<file path="config.mk">
export PLATFORM = sky130hd
export DESIGN_NAME = recon_gain_info_parser
export DESIGN_NICKNAME = d
export VERILOG_FILES = /design/src/rtl/rgip_pkg.sv /design/src/rtl/rgip_regs.sv /design/src/rtl/rgip_dp.sv /design/src/rtl/rgip_ctrl.sv /design/src/rtl/recon_gain_info_parser.sv
export VERILOG_INCLUDE_DIRS = /design/src /design/src/rtl
export SDC_FILE = /design/constraint.sdc
export NUM_CORES = 1
export LEC_CHECK = 0
export BUFFER_PORTS_ARGS = -buffer_cell sky130_fd_sc_hd__clkbuf_2
export CORE_MARGIN = 2
export CORE_UTILIZATION = 55
export CTS_BUF_LIST = sky130_fd_sc_hd__clkbuf_16
export CTS_CLUSTER_DIAMETER = 200
export CTS_CLUSTER_SIZE = 10
export DETAILED_ROUTE_END_ITERATION = 16
export HOLD_SLACK_MARGIN = 0.05
export MAX_ROUTING_LAYER = met4
export PLACE_DENSITY = 0.8
export SLEW_MARGIN = 10
export SYNTH_ARGS = -nofsm -noshare
export SYNTH_HDL_FRONTEND = slang
export SYNTH_SLANG_ARGS = --single-unit
export TNS_END_PERCENT = 100
</file>
<file path="constraint.sdc">
create_clock -name clk_i -period 4.34 [get_ports clk_i]
set_input_delay 0.217 -clock clk_i [delete_from_list [all_inputs] [get_ports clk_i]]
set_output_delay 0.217 -clock clk_i [all_outputs]
set_load 0.02 [all_outputs]
</file>
<file path="src/rtl/recon_gain_info_parser_defines.svh">
// Assertion macros shared by the recon gain info parser RTL.
`ifndef RECON_GAIN_INFO_PARSER_DEFINES_SVH
`define RECON_GAIN_INFO_PARSER_DEFINES_SVH
`ifndef NO_ASSERTIONS
// Same-cycle implication, disabled during reset
`define RGIP_ASSERT_IMP(lbl, clk, rst_n, ante, cons) \
  lbl: assert property (@(posedge clk) disable iff (!rst_n) (ante) |-> (cons)) \
    else $error("rgip: same-cycle check failed");
// Next-cycle implication, disabled during reset
`define RGIP_ASSERT_NXT(lbl, clk, rst_n, ante, cons) \
  lbl: assert property (@(posedge clk) disable iff (!rst_n) (ante) |=> (cons)) \
    else $error("rgip: next-cycle check failed");
`else
`define RGIP_ASSERT_IMP(lbl, clk, rst_n, ante, cons)
`define RGIP_ASSERT_NXT(lbl, clk, rst_n, ante, cons)
`endif
`endif

</file>
<file path="src/rtl/rgip_pkg.sv">
// Shared constants, types and layer search function of the recon gain info parser.
package rgip_pkg;

  localparam int unsigned MAX_LAYERS    = 6;
  localparam int unsigned CHANNELS      = 12;
  localparam int unsigned MAX_LEB_BYTES = 8;

  // Field widths
  localparam int unsigned LAYER_W = 3;
  localparam int unsigned CH_W    = 4;
  localparam int unsigned CNT_W   = 4;
  localparam int unsigned FLAG_W  = 32;
  localparam int unsigned BYTE_W  = 8;
  localparam int unsigned MASK_W  = 6;
  localparam int unsigned LCNT_W  = 3;

  // APB port
  localparam int unsigned APB_AW = 3;
  localparam int unsigned APB_DW = 32;

  typedef enum logic [0:0] {
    REG_PRESENT_MASK = 1'b0,
    REG_LAYER_COUNT  = 1'b1
  } reg_idx_e;

  typedef enum logic [1:0] {
    ST_IDLE,
    ST_GAIN,
    ST_ZEROS,
    ST_ERROR
  } state_e;

  typedef struct packed {
    logic [MASK_W-1:0] present_mask;
    logic [LCNT_W-1:0] layer_count;
  } cfg_t;

  typedef struct packed {
    logic               found;
    logic [LAYER_W-1:0] idx;
  } layer_sel_t;

  // Controller to datapath
  typedef struct packed {
    logic flag_load;
    logic byte_load;
    logic emit_gain;
    logic emit_zero;
    logic emit_err;
    logic close_layer;
  } dp_cmd_t;

  // Datapath to controller
  typedef struct packed {
    logic phase_gain;
    logic layer_found;
    logic leb_error;
    logic leb_more;
    logic ch_end;
    logic flag_set;
    logic slot_free;
  } dp_sts_t;

  // Lowest present layer at or above from, below the clamped layer count
  function automatic layer_sel_t next_present(logic [LAYER_W:0]   from,
                                              logic [MASK_W-1:0]  mask,
                                              logic [LCNT_W-1:0]  count);
    layer_sel_t       sel;
    logic [LAYER_W:0] eff;
    sel = '0;
    eff = (int'(count) > MAX_LAYERS) ? (LAYER_W+1)'(MAX_LAYERS) : {1'b0, count};
    for (int l = MASK_W - 1; l >= 0; l--) begin
      if ((l < MAX_LAYERS) && ((LAYER_W+1)'(l) >= from) &&
          ((LAYER_W+1)'(l) < eff) && mask[l]) begin
        sel.found = 1'b1;
        sel.idx   = LAYER_W'(l);
      end
    end
    return sel;
  endfunction

endpackage

</file>
<file path="src/rtl/rgip_regs.sv">
// APB configuration registers of the recon gain info parser.
module rgip_regs (
  input  logic                          clk_i,
  input  logic                          rst_ni,
  input  logic                          psel,
  input  logic                          penable,
  input  logic                          pwrite,
  input  logic [rgip_pkg::APB_AW-1:0]   paddr,
  input  logic [rgip_pkg::APB_DW-1:0]   pwdata,
  output logic [rgip_pkg::APB_DW-1:0]   prdata,
  output logic                          pready,
  output rgip_pkg::cfg_t                cfg_o
);

  rgip_pkg::cfg_t     cfg_q, cfg_d;
  rgip_pkg::reg_idx_e reg_idx;
  logic               wr_en;

  assign reg_idx = rgip_pkg::reg_idx_e'(paddr[2]);
  assign wr_en   = psel & penable & pwrite;
  assign pready  = 1'b1;

  // Write the addressed register on the access phase
  always_comb begin
    cfg_d = cfg_q;
    if (wr_en) begin
      case (reg_idx)
        rgip_pkg::REG_PRESENT_MASK: cfg_d.present_mask = pwdata[rgip_pkg::MASK_W-1:0];
        rgip_pkg::REG_LAYER_COUNT:  cfg_d.layer_count  = pwdata[rgip_pkg::LCNT_W-1:0];
        default: cfg_d = cfg_q;
      endcase
    end
  end

  // Return the addressed register
  always_comb begin
    case (reg_idx)
      rgip_pkg::REG_PRESENT_MASK:
        prdata = rgip_pkg::APB_DW'(cfg_q.present_mask);
      rgip_pkg::REG_LAYER_COUNT:
        prdata = rgip_pkg::APB_DW'(cfg_q.layer_count);
      default: prdata = '0;
    endcase
  end

  always_ff @(posedge clk_i or negedge rst_ni) begin
    if (!rst_ni) begin
      cfg_q <= '0;
    end else begin
      cfg_q <= cfg_d;
    end
  end

  assign cfg_o = cfg_q;

endmodule

</file>
<file path="src/rtl/rgip_dp.sv">
// Datapath of the recon gain info parser: flag decode, channel walk, result register.
`include "recon_gain_info_parser_defines.svh"

module rgip_dp (
  input  logic                           clk_i,
  input  logic                           rst_ni,
  input  rgip_pkg::cfg_t                 cfg_i,
  input  logic [rgip_pkg::BYTE_W-1:0]    data_byte_i,
  input  rgip_pkg::dp_cmd_t              cmd_i,
  output rgip_pkg::dp_sts_t              sts_o,
  input  logic                           out_ready_i,
  output logic                           out_valid_o,
  output logic [rgip_pkg::LAYER_W-1:0]   layer_o,
  output logic [rgip_pkg::CH_W-1:0]      channel_o,
  output logic [rgip_pkg::BYTE_W-1:0]    gain_o,
  output logic [rgip_pkg::FLAG_W-1:0]    flag_word_o,
  output logic                           layer_done_o,
  output logic                           unit_done_o,
  output logic                           error_o
);

  localparam int unsigned LAYER_W = rgip_pkg::LAYER_W;
  localparam int unsigned CH_W    = rgip_pkg::CH_W;
  localparam int unsigned CNT_W   = rgip_pkg::CNT_W;
  localparam int unsigned FLAG_W  = rgip_pkg::FLAG_W;
  localparam int unsigned BYTE_W  = rgip_pkg::BYTE_W;

  // Parser state
  logic               phase_q, phase_d;
  logic [LAYER_W-1:0] layer_q, layer_d;
  logic [CH_W-1:0]    ch_q, ch_d;
  logic [CNT_W-1:0]   cnt_q, cnt_d;
  logic [FLAG_W-1:0]  flag_q, flag_d;
  logic               ovf_q, ovf_d;
  logic [BYTE_W-1:0]  byte_q;

  // Result register
  logic               out_valid_q, out_valid_d;
  logic [LAYER_W-1:0] res_layer_q;
  logic [CH_W-1:0]    res_ch_q;
  logic [BYTE_W-1:0]  res_gain_q;
  logic [FLAG_W-1:0]  res_flag_q;
  logic               res_ld_q, res_ud_q, res_err_q;

  rgip_pkg::layer_sel_t sel_cur, sel_zero, sel_next, sel_flag;
  logic [LAYER_W-1:0]   first_layer;
  logic                 cont;
  logic [5:0]           sh_amt;
  logic [63:0]          part;
  logic                 ovf_new;
  logic [CNT_W-1:0]     cnt_inc;
  logic                 leb_error;
  logic [FLAG_W-1:0]    flag_sh;
  logic                 last_ch;
  logic                 emit_any;
  logic                 slot_free;
  logic                 rearmed;

  // Layer searches from the current layer, from zero and past the current layer
  always_comb begin
    sel_cur  = rgip_pkg::next_present({1'b0, layer_q}, cfg_i.present_mask,
                                      cfg_i.layer_count);
    sel_zero = rgip_pkg::next_present('0, cfg_i.present_mask, cfg_i.layer_count);
    sel_next = rgip_pkg::next_present({1'b0, layer_q} + (LAYER_W+1)'(1),
                                      cfg_i.present_mask, cfg_i.layer_count);
    sel_flag = sel_cur.found ? sel_cur : sel_zero;
    first_layer = sel_zero.found ? sel_zero.idx : '0;
  end

  // Place the next seven flag bits and check for overflow and overlength
  assign cont      = data_byte_i[BYTE_W-1];
  assign sh_amt    = 6'({2'b00, cnt_q} * 6'd7);
  assign part      = 64'(data_byte_i[6:0]) << sh_amt;
  assign ovf_new   = ovf_q | (|part[63:32]);
  assign cnt_inc   = cnt_q + CNT_W'(1);
  assign leb_error = (int'(cnt_q) >= rgip_pkg::MAX_LEB_BYTES) ||
                     (cont && (int'(cnt_inc) >= rgip_pkg::MAX_LEB_BYTES)) ||
                     (!cont && ovf_new);

  assign flag_sh   = flag_q >> ch_q;
  assign last_ch   = (ch_q == CH_W'(rgip_pkg::CHANNELS - 1));
  assign slot_free = !out_valid_q || out_ready_i;
  assign emit_any  = cmd_i.emit_gain | cmd_i.emit_zero | cmd_i.emit_err;
  assign rearmed   = !phase_q && (cnt_q == '0) && (flag_q == '0);

  // Status for the controller
  always_comb begin
    sts_o.phase_gain  = phase_q;
    sts_o.layer_found = sel_flag.found;
    sts_o.leb_error   = leb_error;
    sts_o.leb_more    = cont && !leb_error;
    sts_o.ch_end      = (int'(ch_q) >= rgip_pkg::CHANNELS);
    sts_o.flag_set    = flag_sh[0];
    sts_o.slot_free   = slot_free;
  end

  // Next parser state
  always_comb begin
    phase_d = phase_q;
    layer_d = layer_q;
    ch_d    = ch_q;
    cnt_d   = cnt_q;
    flag_d  = flag_q;
    ovf_d   = ovf_q;
    if (cmd_i.flag_load) begin
      layer_d = sel_flag.idx;
      flag_d  = flag_q | part[FLAG_W-1:0];
      cnt_d   = cnt_inc;
      ovf_d   = ovf_new;
      if (!cont && !leb_error) begin
        phase_d = 1'b1;
        ch_d    = '0;
      end
    end
    if (cmd_i.emit_gain || cmd_i.emit_zero) begin
      ch_d = ch_q + CH_W'(1);
    end
    // Close the layer: move to the next present one or rearm
    if (cmd_i.close_layer || cmd_i.emit_err) begin
      phase_d = 1'b0;
      ch_d    = '0;
      cnt_d   = '0;
      flag_d  = '0;
      ovf_d   = 1'b0;
      layer_d = (cmd_i.close_layer && sel_next.found) ? sel_next.idx : first_layer;
    end
  end

  assign out_valid_d = emit_any ? 1'b1 : (out_ready_i ? 1'b0 : out_valid_q);

  always_ff @(posedge clk_i or negedge rst_ni) begin
    if (!rst_ni) begin
      phase_q     <= 1'b0;
      layer_q     <= '0;
      ch_q        <= '0;
      cnt_q       <= '0;
      flag_q      <= '0;
      ovf_q       <= 1'b0;
      out_valid_q <= 1'b0;
    end else begin
      phase_q     <= phase_d;
      layer_q     <= layer_d;
      ch_q        <= ch_d;
      cnt_q       <= cnt_d;
      flag_q      <= flag_d;
      ovf_q       <= ovf_d;
      out_valid_q <= out_valid_d;
    end
  end

  // Hold the gain byte and load the result register
  always_ff @(posedge clk_i) begin
    if (cmd_i.byte_load) begin
      byte_q <= data_byte_i;
    end
    if (cmd_i.emit_err) begin
      res_layer_q <= layer_q;
      res_ch_q    <= '0;
      res_gain_q  <= '0;
      res_flag_q  <= '0;
      res_ld_q    <= 1'b0;
      res_ud_q    <= 1'b1;
      res_err_q   <= 1'b1;
    end else if (cmd_i.emit_gain || cmd_i.emit_zero) begin
      res_layer_q <= layer_q;
      res_ch_q    <= ch_q;
      res_gain_q  <= cmd_i.emit_gain ? byte_q : '0;
      res_flag_q  <= flag_q;
      res_ld_q    <= last_ch;
      res_ud_q    <= last_ch && !sel_next.found;
      res_err_q   <= 1'b0;
    end
  end

  assign out_valid_o  = out_valid_q;
  assign layer_o      = res_layer_q;
  assign channel_o    = res_ch_q;
  assign gain_o       = res_gain_q;
  assign flag_word_o  = res_flag_q;
  assign layer_done_o = res_ld_q;
  assign unit_done_o  = res_ud_q;
  assign error_o      = res_err_q;

  `RGIP_ASSERT_IMP(a_ch_range, clk_i, rst_ni, 1'b1, int'(ch_q) <= rgip_pkg::CHANNELS)
  `RGIP_ASSERT_IMP(a_gain_no_ovf, clk_i, rst_ni, phase_q, !ovf_q)
  `RGIP_ASSERT_IMP(a_err_ends_unit, clk_i, rst_ni, out_valid_q && res_err_q, res_ud_q)
  `RGIP_ASSERT_NXT(a_err_rearms, clk_i, rst_ni, cmd_i.emit_err, rearmed)

endmodule

</file>
<file path="src/rtl/rgip_ctrl.sv">
// Controller state machine of the recon gain info parser.
`include "recon_gain_info_parser_defines.svh"

module rgip_ctrl (
  input  logic                  clk_i,
  input  logic                  rst_ni,
  input  logic                  in_valid_i,
  output logic                  in_ready_o,
  input  rgip_pkg::dp_sts_t     sts_i,
  output rgip_pkg::dp_cmd_t     cmd_o
);

  rgip_pkg::state_e state_q, state_d;
  logic [2:0]       emit_vec;

  always_ff @(posedge clk_i or negedge rst_ni) begin
    if (!rst_ni) begin
      state_q <= rgip_pkg::ST_IDLE;
    end else begin
      state_q <= state_d;
    end
  end

  // Sequence flag decode, gain emission, the zero-gain walk and error emission
  always_comb begin
    state_d    = state_q;
    cmd_o      = '0;
    in_ready_o = 1'b0;
    case (state_q)
      rgip_pkg::ST_IDLE: begin
        in_ready_o = 1'b1;
        if (in_valid_i) begin
          if (!sts_i.phase_gain) begin
            // Drop the byte when no layer is present
            if (sts_i.layer_found) begin
              cmd_o.flag_load = 1'b1;
              if (sts_i.leb_error) begin
                state_d = rgip_pkg::ST_ERROR;
              end else if (!sts_i.leb_more) begin
                state_d = rgip_pkg::ST_ZEROS;
              end
            end
          end else if (sts_i.ch_end) begin
            state_d = rgip_pkg::ST_ZEROS;
          end else begin
            cmd_o.byte_load = 1'b1;
            state_d         = rgip_pkg::ST_GAIN;
          end
        end
      end
      rgip_pkg::ST_GAIN: begin
        if (sts_i.slot_free) begin
          cmd_o.emit_gain = 1'b1;
          state_d         = rgip_pkg::ST_ZEROS;
        end
      end
      rgip_pkg::ST_ZEROS: begin
        if (sts_i.ch_end) begin
          cmd_o.close_layer = 1'b1;
          state_d           = rgip_pkg::ST_IDLE;
        end else if (!sts_i.flag_set) begin
          cmd_o.emit_zero = sts_i.slot_free;
        end else begin
          state_d = rgip_pkg::ST_IDLE;
        end
      end
      rgip_pkg::ST_ERROR: begin
        if (sts_i.slot_free) begin
          cmd_o.emit_err = 1'b1;
          state_d        = rgip_pkg::ST_IDLE;
        end
      end
      default: state_d = rgip_pkg::ST_IDLE;
    endcase
  end

  assign emit_vec = {cmd_o.emit_gain, cmd_o.emit_zero, cmd_o.emit_err};

  `RGIP_ASSERT_IMP(a_one_emit, clk_i, rst_ni, 1'b1, $onehot0(emit_vec))
  `RGIP_ASSERT_IMP(a_gain_in_range, clk_i, rst_ni, state_q == rgip_pkg::ST_GAIN, !sts_i.ch_end)
  `RGIP_ASSERT_IMP(a_err_phase, clk_i, rst_ni, state_q == rgip_pkg::ST_ERROR, !sts_i.phase_gain)

endmodule

</file>
<file path="src/rtl/recon_gain_info_parser.sv">
// A gain byte is held in a register in IDLE; its result is registered from GAIN once the
// output slot is free. A final flag byte starts the zero-gain walk the next cycle. ZEROS
// emits a zero-gain result per clear flag bit while the slot is free, and stops at a set
// bit or closes the layer (controller FSM). New bytes are accepted only in IDLE.
// Reset: asynchronous, active low; clears the FSM, parser state, result valid and
// configuration registers.
module recon_gain_info_parser (
  input  logic                           clk_i,
  input  logic                           rst_ni,
  input  logic                           psel,
  input  logic                           penable,
  input  logic                           pwrite,
  input  logic [rgip_pkg::APB_AW-1:0]    paddr,
  input  logic [rgip_pkg::APB_DW-1:0]    pwdata,
  output logic [rgip_pkg::APB_DW-1:0]    prdata,
  output logic                           pready,
  input  logic                           in_valid_i,
  output logic                           in_ready_o,
  input  logic [rgip_pkg::BYTE_W-1:0]    data_byte_i,
  output logic                           out_valid_o,
  input  logic                           out_ready_i,
  output logic [rgip_pkg::LAYER_W-1:0]   layer_o,
  output logic [rgip_pkg::CH_W-1:0]      channel_o,
  output logic [rgip_pkg::BYTE_W-1:0]    gain_o,
  output logic [rgip_pkg::FLAG_W-1:0]    flag_word_o,
  output logic                           layer_done_o,
  output logic                           unit_done_o,
  output logic                           error_o
);

  rgip_pkg::cfg_t    cfg;
  rgip_pkg::dp_cmd_t cmd;
  rgip_pkg::dp_sts_t sts;

  rgip_regs u_regs (
    .clk_i   (clk_i),
    .rst_ni  (rst_ni),
    .psel    (psel),
    .penable (penable),
    .pwrite  (pwrite),
    .paddr   (paddr),
    .pwdata  (pwdata),
    .prdata  (prdata),
    .pready  (pready),
    .cfg_o   (cfg)
  );

  rgip_ctrl u_ctrl (
    .clk_i      (clk_i),
    .rst_ni     (rst_ni),
    .in_valid_i (in_valid_i),
    .in_ready_o (in_ready_o),
    .sts_i      (sts),
    .cmd_o      (cmd)
  );

  rgip_dp u_dp (
    .clk_i        (clk_i),
    .rst_ni       (rst_ni),
    .cfg_i        (cfg),
    .data_byte_i  (data_byte_i),
    .cmd_i        (cmd),
    .sts_o        (sts),
    .out_ready_i  (out_ready_i),
    .out_valid_o  (out_valid_o),
    .layer_o      (layer_o),
    .channel_o    (channel_o),
    .gain_o       (gain_o),
    .flag_word_o  (flag_word_o),
    .layer_done_o (layer_done_o),
    .unit_done_o  (unit_done_o),
    .error_o      (error_o)
  );

endmodule
</file>
==> flow_metrics.env <==
export IMPL_status="finished clean"
export IMPL_antenna_left=0
export IMPL_place_hpwl_um=11450
export IMPL_hold_violations=0
export IMPL_hp_class="primary input to register"
export IMPL_async_reset_ff_share_pct=49.57
export IMPL_worstSetupEndpointType="register"
export IMPL_switching_power_uw=3296
export IMPL_io_buffers=79
export IMPL_core_um2=11320
export IMPL_internal_power_uw=3724
export IMPL_synth_area_per_cell_um2=8.818
export IMPL_tightest_slew_ns=0.8500
export IMPL_synth_top_area_share_pct=22.53
export IMPL_yosys_warnings=0
export IMPL_grt_max_degree=58
export IMPL_start_util_pct=55.92
export IMPL_synth_seq_cells=115
export IMPL_synth_distinct_cells=70
export IMPL_clock_path_buffers=2
export IMPL_power_density_nw_per_um2=953.9
export IMPL_switching_share_pct=46.95
export IMPL_wirelength_um=15860
export IMPL_syn_inst=718
export IMPL_setup_viol=0
export IMPL_clkLatencyLatePin_ns=0.42
export IMPL_cts_sink_count=115
export IMPL_cts_htree_levels=4
export IMPL_ir_drop_uv=491.7
export IMPL_clk_transition_reported_paths_ns=0.06
export IMPL_synth_edf_count=11
export IMPL_drc=0
export IMPL_cp_arrival_ns=4.32
export IMPL_cts_root_buf="clkbuf_16"
export IMPL_yosys_top_cells_area="dfrtp_1 (23%), dfxtp_1 (15%), a21oi_1 (6.8%)"
export IMPL_p_leak_uw=0.003343
export IMPL_finClkSkew_ns=0.009815
export IMPL_cts_tree="yes"
export IMPL_die_area_um2=12390
export IMPL_dr_pass1_iters=5
export IMPL_num_rows=39
export IMPL_grt_overflow=0
export IMPL_fillerInstances=921
export IMPL_synth_area_um2=6331
export IMPL_drv_cap=0
export IMPL_criticalPathCategory="register to register"
export IMPL_vias=5552
export IMPL_gp_congestion=0.9405
export IMPL_final_nets=867
export IMPL_min_period_ns=4.015
export IMPL_antenna_found_initial=0
export IMPL_grtUsageTotal_pct=27.21
export IMPL_r2r_cells=14
export IMPL_seqCellArea_um2=2698
export IMPL_cts_made_buffers=17
export IMPL_power_uw=7020
export IMPL_seqPwrFrac_pct=26.1
export IMPL_final_cell_mix="nand2_1 (113), a21oi_1 (86), clkbuf_2 (79)"
export IMPL_fp_dieH_um=111.3
export IMPL_grt_pass1_wl_um=26390
export IMPL_syn_to_final_growth_pct=16.25
export IMPL_drt_initial_drc_count=466
export IMPL_period_share_pct=92.50
export IMPL_synth_flop_cell="dfrtp_1"
export IMPL_crit_fanout=13
export IMPL_wl_per_cell_um=16.63
export IMPL_maxSlewViolCount=0
export IMPL_viasPerCell=5.820
export IMPL_worstHoldPathCells=1
export IMPL_postCtsSetupBuffers=0
export IMPL_ys_seq_area_share_pct=42.61
export IMPL_cp_data_required_time_ns=4.64
export IMPL_tns_ns=0
export IMPL_grt_pass1_vias=5220
export IMPL_die_w_um=111.3
export IMPL_timing_hold_ws_ns=0.07564
export IMPL_synth_top_area_cell="dfrtp_1"
export IMPL_drive_gt1_share_pct=20.10
export IMPL_antennaDiodeCount=0
export IMPL_power_share_clock_pct=18.2
export IMPL_timing_slew_headroom_pct=42.90
export IMPL_power_frac_comb_pct=55.7
export IMPL_fmax_mhz=249.1
export IMPL_io_pins=135
export IMPL_final_common_cell="nand2_1"
export IMPL_cts_resized=0
export IMPL_cp_start_kind="register"
export IMPL_grt_setup_unrepaired="false"
export IMPL_multi_input_area_um2=3247
==> metal layers <==
layer,up-vias,share of wire (%),track usage (%),wire length [um]
li1,2621,-,-,-
met1,2717,43,34.85,6900
met2,191,50,43.70,7900
met3,23,5.3,5.686,835
met4,0,1.4,8.477,227
met5,-,0,-,0
==> registers in the layout, indices dropped and copies added (netlist names) <==
register / flops
u_dp.ch_q: 4
u_dp.ovf_q: 1
u_dp.flag_q: 32
u_dp.byte_q: 8
u_dp.error_o: 1
u_ctrl.state_q: 2
u_dp.phase_q: 1
u_dp.layer_q: 3
u_dp.unit_done_o: 1
u_dp.flag_word_o: 32
u_dp.gain_o: 8
u_dp.out_valid_o: 1
u_dp.layer_done_o: 1
u_dp.channel_o: 4
u_dp.cnt_q: 4
u_dp.layer_o: 3
u_regs.cfg_o: 9
==> worst max-delay path, cell delays in order (launching register included) <==
cell and delay, ns:
dfrtp_1 0.46, inv_1 0.13, fa_1 0.52, inv_1 0.05, ha_1 0.20, inv_1 0.08
fa_1 0.56, buf_4 0.25, nand2_1 0.22, o22ai_1 0.21, nor4_2 0.27, nand3_1 0.15
o31ai_4 0.34, a211oi_2 0.16, mux2_4 0.30
==> path summary, 6_finish.rpt <==
check	startpoint	endpoint	slack, ns
min in group asynchronous	rst_ni	u_dp.cnt_q[2]	0.51
setup / recovery	u_dp.cnt_q[1]	u_dp.ch_q[0]	0.33
setup reg to reg	u_dp.cnt_q[1]	u_dp.ch_q[0]	0.33
hold / removal	data_byte_i[7]	u_dp.byte_q[7]	0.08
hold reg to reg	u_dp.error_o	u_dp.error_o	0.45
max in group asynchronous	rst_ni	u_dp.flag_q[25]	3.33
==> power by group through the flow <==
stage | clock, uW | combinational (uW) | sequential (uW)
3_5_place_dp | 0 | 3830 | 1840
2_1_floorplan | 0 | 2690 | 1950
3_3_place_gp | 0 | 3770 | 1820
6_report | 1280 | 3910 | 1830
5_1_grt | 1350 | 4260 | 1890
4_1_cts | 1300 | 3850 | 1830
==> final cells by class <==
cell class / count / area share [%]
multi-input cells: 539 / 44.12
clock inverters: 13 / 1.122
repair buffers: 103 / 8.092
inverters: 22 / 1.122
well taps: 143 / 2.431
flip-flops and latches: 115 / 36.65
clock buffers: 19 / 6.460
==> cell usage after synthesis, types with 6 or more instances <==
| cell type | n |
|---|---|
| nand2b_1 | 11 |
| ha_1 | 15 |
| inv_1 | 21 |
| o21ai_0 | 30 |
| nand4_1 | 6 |
| edfxtp_1 | 11 |
| buf_2 | 10 |
| buf_4 | 35 |
| nor2b_1 | 12 |
| a21oi_1 | 86 |
| mux2i_1 | 6 |
| nand3_1 | 14 |
| mux2_2 | 18 |
| dfxtp_1 | 47 |
| dfrtp_1 | 57 |
| nand2_1 | 113 |
| nor2_1 | 71 |
| a31oi_1 | 7 |
| a22o_1 | 12 |
| clkbuf_1 | 19 |
| o22ai_1 | 10 |
| nor3_1 | 7 |
==> through the flow <==
step	std cells	worst slack, ns	utilization (%)	cell area [um^2]
after CTS	954	0.3375	64.96	7355
after floorplan	743	0.6418	-	6425
final	954	0.3253	65.01	7360
after detailed placement	914	0.3529	59.33	6716
after global placement	914	0.4121	59.33	6716
after global routing	954	0.09638	65.01	7360
==> kinds of logic (layout without fill, tap and decap cells) <==
logic type	after synthesis	after routing	synth area share (%)
fa+ha+maj	19	19	4.229
xor+xnor	5	5	0.6918
buf+inv	89	157	7.668
mux	33	33	6.877
simple gates	262	262	18.72
other cells	2	27	0.1186
flops	115	115	42.61
compound gates	193	193	19.09
==> timing repair <==
action,CTS,global route
hold buffers,8,0
hold endpoints to repair,65,0
setup endpoints to repair,0,0
Power figures use the tool's default switching activity.
